`config.mk`:
```
export PLATFORM = sky130hd
export DESIGN_NAME = tsbm_sqrt
export DESIGN_NICKNAME = d
export VERILOG_FILES = /design/src/hdl/tsbm_sqrt.sv
export SDC_FILE = /design/constraint.sdc
export NUM_CORES = 2
export LEC_CHECK = 0
export BUFFER_PORTS_ARGS = -buffer_cell sky130_fd_sc_hd__buf_2
export CORE_ASPECT_RATIO = 1.25
export CORE_MARGIN = 1.5
export CORE_UTILIZATION = 35
export CTS_BUF_LIST = sky130_fd_sc_hd__clkbuf_8
export DETAILED_ROUTE_END_ITERATION = 8
export PLACE_DENSITY_LB_ADDON = 0.12
export SLEW_MARGIN = 10
export SYNTH_ARGS = -nofsm -noshare
export SYNTH_HDL_FRONTEND = slang
export SYNTH_SLANG_ARGS = --single-unit
export TNS_END_PERCENT = 20
```
`constraint.sdc`:
```
create_clock -name clk -period 5.15 [get_ports clk]
set_input_delay 0.515 -clock clk [delete_from_list [all_inputs] [get_ports clk]]
set_output_delay 0.515 -clock clk [all_outputs]
set_load 0.005 [all_outputs]
```
`src/hdl/tsbm_sqrt.sv`:
```
module tsbm_sqrt #(
  parameter int RW = 33
) (
  input  logic          clk,
  input  logic          en,
  input  logic [2*RW-1:0] radicand,
  output logic [RW-1:0]   root
);

  // one result bit per stage, most significant first
  for (genvar k = 0; k < RW; k++) begin : g_stage
    localparam int I = RW - 1 - k;
    logic [2*RW-1:0] rem_in;
    logic [RW-1:0]   root_in;
    logic [2*RW:0]   trial;
    logic [2*RW-1:0] rem_q;
    logic [RW-1:0]   root_q;

    if (k == 0) begin : g_first
      assign rem_in  = radicand;
      assign root_in = '0;
    end else begin : g_next
      assign rem_in  = g_stage[k-1].rem_q;
      assign root_in = g_stage[k-1].root_q;
    end

    // (2r + 2^i) * 2^i, root bits sit above i so the parts do not overlap
    assign trial = ({{(RW+1){1'b0}}, root_in} << (I + 1)) | ((2*RW+1)'(1) << (2 * I));

    always_ff @(posedge clk) begin
      if (en) begin
        if ({1'b0, rem_in} >= trial) begin
          rem_q  <= rem_in - trial[2*RW-1:0];
          root_q <= root_in | (RW'(1) << I);
        end else begin
          rem_q  <= rem_in;
          root_q <= root_in;
        end
      end
    end
  end

  assign root = g_stage[RW-1].root_q;

endmodule

```
======== Yosys cells after proc, flatten, opt, wreduce, memory -nomap -nowiden ========
Index checks and enable logic that the tools add are counted.
word-level totals
  flip-flop bits (word level) ............. 3201
  bits in latches ......................... 0
  bits in writable memories ............... 0
  memory bits (read-only) ................. 0
  output and inout bits ................... 33
  logic and storage cells ................. 195
  memories kept ........................... 0
cells by class
  $add $sub $neg .......................... 32
  multiply operators ...................... 0
  div/mod/pow operators ................... 0
  $lt $le $gt $ge ......................... 33
  equality and inequality tests ........... 0
  shifts and indexed selects .............. 0
  mux-type cells .......................... 33
  bitwise operators ....................... 0
  reduce and logical (&&, ||, !) cells .... 0
operator list
  kind              number
  $mux 66           32
  $ge 66x34->1      1
  $ge 66x35->1      1
  $ge 66x36->1      1
  $ge 66x37->1      1
  $ge 66x38->1      1
  $ge 66x39->1      1
  $ge 66x40->1      1
  $ge 66x41->1      1
  $ge 66x42->1      1
  $ge 66x43->1      1
  $ge 66x44->1      1
  $ge 66x45->1      1
  $ge 66x46->1      1
  $ge 66x47->1      1
  $ge 66x48->1      1
  $ge 66x49->1      1
  $ge 66x50->1      1
  $ge 66x51->1      1
  $ge 66x52->1      1
  $ge 66x53->1      1
  $ge 66x54->1      1
  $ge 66x55->1      1
  $ge 66x56->1      1
  43 further kinds  43

======== Depth between registers and ports, before layout ========
  depth in word-level cells ............... 2
  gate-level depth with buffers ........... 15
  mapped depth without buffers ............ 13

======== Worst setup path after synthesis ========
Ideal clock, no wire load.
  path type ............................... reg-to-reg
  start ................................... register g_stage[17].rem_q[52]
  end ..................................... register g_stage[18].rem_q[43] (data pin)
  arrival time ............................ 3.738 ns
  data required time ...................... 4.890 ns
  setup slack ............................. 1.152 ns
  stages on the path, launching flop included .. 10
  period minus slack after synthesis ...... 3.998 ns
  cell sequence ........................... edfxtp_1 > or4_4 > or3_1 > or4b_1 > or2_1 > or4_1 > or4_1 > a31oi_4 > buf_4 > mux2_2
between the ends
  cells in the longest elaborated chain, start to end .. 2
ends and longest elaborated chain
  what                    line  RTL
  from (decl)             16    logic [2*RW-1:0] rem_q;
  from (signal assigned)  33    rem_q <= rem_in - trial[2*RW-1:0];
  from (signal assigned)  36    rem_q <= rem_in;
  $ge 66x48->1            32    if ({1'b0, rem_in} >= trial) begin
  $mux 66                 32
  to (signal assigned)    33
  to (signal assigned)    36
  to (decl)               16
No other way between the ends.
A chain may end at the register's enable or synchronous reset.

======== Worst setup path in the final report ========
  start ................................... register g_stage[28].rem_q[38]
  end ..................................... register g_stage[29].rem_q[62] (data pin)
between the ends
  cells in the longest elaborated chain, start to end .. 2
  elaborated cells between the ends (all ways) .. 3
  classes of those cells .................. 1 x add/sub; 1 x order compare; 1 x mux
ends and longest elaborated chain
  what                                            line
  from (decl)                                     16
  from (signal assigned)                          33
  from (signal assigned)                          36
  $sub 66x37->66 or $ge 66x37->1 (tied branches)  33, 32
  $mux 66 (*)                                     32
  to (signal assigned)                            33
  to (signal assigned)                            36
  to (decl)                                       16
Every way passes the cells marked *; elsewhere a longest branch is shown, timed or not.

==> results.toml <==
[outcome]
status = "complete, no violations"

[min_path]
hold_path.class = "in -> reg"

[timing]
worstMarginPinSlew_ns = 1.17
period_needed_ns = 4.96
setup_viol = 0
timing.hold.ws_ns = 0.168
maxSlewViolCount = 0
clock.fmax_ghz = 0.202
fin_crit_sh_pct = 96.3
finalClockSkew_ns = 0.157
hold_violations = 0
relSlewSlack_pct = 19.7
fin_setup_tns_ns = 0

[detailed_routing]
drc_errors = 0
final_antenna_net_count = 0
post_drt_wl_per_cell_um = 22.2
vias = 82614
dr.pass1.iters = 5
drt_iter0_markers = 4793
avgViaCountPerCell = 5.15
drt_wl_total_mm = 355

[final_layout]
nNetsFinal = 11464
post_route_cells_drive_above_1_share_pct = 9.22
design_area_mm2 = 0.145
area_delta_synth_final_pct = 13.3
fillerInstances = 34397

[yosys]
async_reset_ff_share_pct = 0
ys_top_cells_by_area = "edfxtp_1, ha_1, xnor2_1"
ys_seq_area_share_pct = 62.7
ys_ff_latch = 2673
yosysMostFrequentCell = "edfxtp_1"
syn_nets = 10834
yosysTopAreaCell = "edfxtp_1"
synth-compound-area-share_pct = 9.30
synth.top_cells.by_count = "edfxtp_1, inv_1, nor2_1"
avgSynthCellArea_um2 = 12.6
syn_inst = 10176
yosys_warnings = 0
synth_xor_area_share_pct = 6.40
muxShareOfSynthArea_pct = 0.960
synthAdderAreaFrac_pct = 5.77
ys_types = 82
synth-simple-area-share_pct = 12.1
synth_edf_count = 2673
syn_area_mm2 = 0.128
ys.flop_type = "edfxtp_1"
yosys.area.top_type_share_pct = 62.7
synth_top_family_by_area = "simple AND/OR/NAND/NOR gates"

[worst_setup_path]
endpoint_kind = "flip-flop"
path_max_fanout = 9
start_kind = "flip-flop"
worstSetupPathType = "reg -> reg"
crit_required_ns = 5.97
arrival_ns = 5.78

[die]
num_io_pins = 101
num_rows = 248
die_h_um = 679
die_w_um = 544
core_mm2 = 0.365
die_area_mm2 = 0.369
initial_utilization_pct = 35.1

[global_route]
grtUsageTotal_pct = 18.9
grt-ovfl-total = 0
grt_start_max_net_pins = 164
antenna_found_initial = 16
grt_pass1_vias = 86231
grt_pass1_wl_mm = 529

[clocking]
cts_tree = "done"
h-tree-depth = 5
clk_pin_slew_ns = 0.06
numCtsBuffers = 433
clock_sinks = 2673
cts-root-buf = "clkbuf_8"
clockBufferDepth = 4
clk-insertion-delay-late_ns = 1.18

[power_and_ir_drop]
p_leak_uw = 0.0543
clockPowerShare_pct = 28.8
comb_power_share_pct = 22.9
p_per_area_mw_per_mm2 = 428
power.switching_uw = 19600
swShare_pct = 31.5
internal_power_uw = 42600
power_frac_seq_pct = 48.3
vdd_drop_max_mv = 0.216

[placed_design]
gp_congestion = 0.925
postPlaceCellArea_mm2 = 0.135
hpwlAfterDp_mm = 273
port_buffers = 100

[flow_run]
max_cap_violations = 0
[layer usage]
metal	global-route usage [%]	vias up	wire [um]	share of wire [%]
met1	18.2	40509	122000	34
met3	2.47	836	11800	3.3
met4	10.8	2	21800	6.1
met2	37.7	1838	200000	56
li1	-	39429	-	-
met5	0	-	13	0.0037
[through the flow]
| step | instances | setup slack [ns] | total power (uW) | utilization, % |
|---|---|---|---|---|
| 2_1_floorplan | 10176 | 1.15 | 39200 | - |
| 3_3_place_gp | 15112 | -0.336 | 44400 | 37.1 |
| 3_5_place_dp | 15114 | -0.263 | 44600 | 37.2 |
| 4_1_cts | 16024 | 0.0923 | 63000 | 39.8 |
| 5_1_grt | 16038 | -0.00592 | 65400 | 39.8 |
| 6_report | 16043 | 0.191 | 62200 | 39.8 |
[what timing repair did]
action,4_1_cts,5_1_grt
hold endpoints to repair,86,0
setup endpoints to repair,19,4
hold buffers,132,0
setup buffers,0,0
gates resized for setup,1,2
[registers in the layout, summed over array words and instances, names as in the netlist]
| signal | cells |
|---|---|
| g_stage.root_in | 10 |
| root | 33 |
| g_stage.rem_in | 66 |
| g_stage.rem_q | 2046 |
| g_stage.root_q | 518 |
[kinds of logic (layout without fill, tap and decap cells)]
group,Yosys count,count (layout)
buffers and inverters,937,1910
and+or+nand+nor,3005,3005
adders and majority gates,590,590
muxes,110,110
other,0,19
xor gates and xnor gates,935,935
DFF,2673,2673
AOI/OAI and AO/OA,1926,1926
[worst paths after layout]
path,from,slack (ns),to,cells after the start
setup / recovery,g_stage[28].rem_q[38],0.19,g_stage[29].rem_q[62],10
hold / removal,radicand[64],0.17,g_stage[0].rem_q[64],3
setup reg to reg,g_stage[28].rem_q[38],0.19,g_stage[29].rem_q[62],10
hold reg to reg,g_stage[7].rem_q[36],0.42,g_stage[8].rem_q[36],0
[power by group through the flow]
stage	Combinational [uW]	Sequential, uW	Clock, uW
detailed placement	14100	30500	0
global route	15700	30300	19500
finish	14200	30000	17900
CTS	14200	30100	18600
global placement	13900	30500	0
floorplan	9980	29200	0
[layout by cell type (no fill, tap or decap), types with 43 or more instances in the layout]
cell type	instances
nand2_1	592
clkinv_1	106
and3_1	67
nand3_1	160
xor2_1	417
dlygate4sd3_1	132
nor2b_1	91
o21bai_1	59
or2_2	50
o31ai_1	43
inv_1	850
ha_1	590
a31oi_1	43
buf_4	148
or3_1	87
a21oi_1	673
nand4_1	177
a21o_1	228
clkbuf_8	436
o21a_1	113
nor2_1	717
xnor2_1	518
a211oi_1	46
buf_2	100
nor4_1	342
nor3_1	269
nor4b_1	52
edfxtp_1	2673
mux2_2	102
clkinv_2	67
or4_1	77
nand2b_1	147
o21ai_0	448
[critical path: stages (launching register included)]
cell	delay (ns)
edfxtp_1	0.53
or4_1	0.64
nor4_2	0.74
nand3_1	0.34
a311oi_1	0.64
or3_2	0.33
nand3_1	0.10
a21oi_1	0.76
nand3_1	0.31
nor2_1	0.18
xor2_1	0.09
[final cells by class]
cell class,count,area (um^2),share of cell area (%)
antenna,19,47.5,0.0328
clock buffer,436,6000,4.14
clock inverter,342,2230,1.54
inverter,733,2750,1.90
multi-input combinational,6566,44400,30.6
sequential,2673,80300,55.3
tap,4875,6100,4.20
timing repair buffer,399,3310,2.28
No activity file was read; power rests on OpenSTA's default activity.
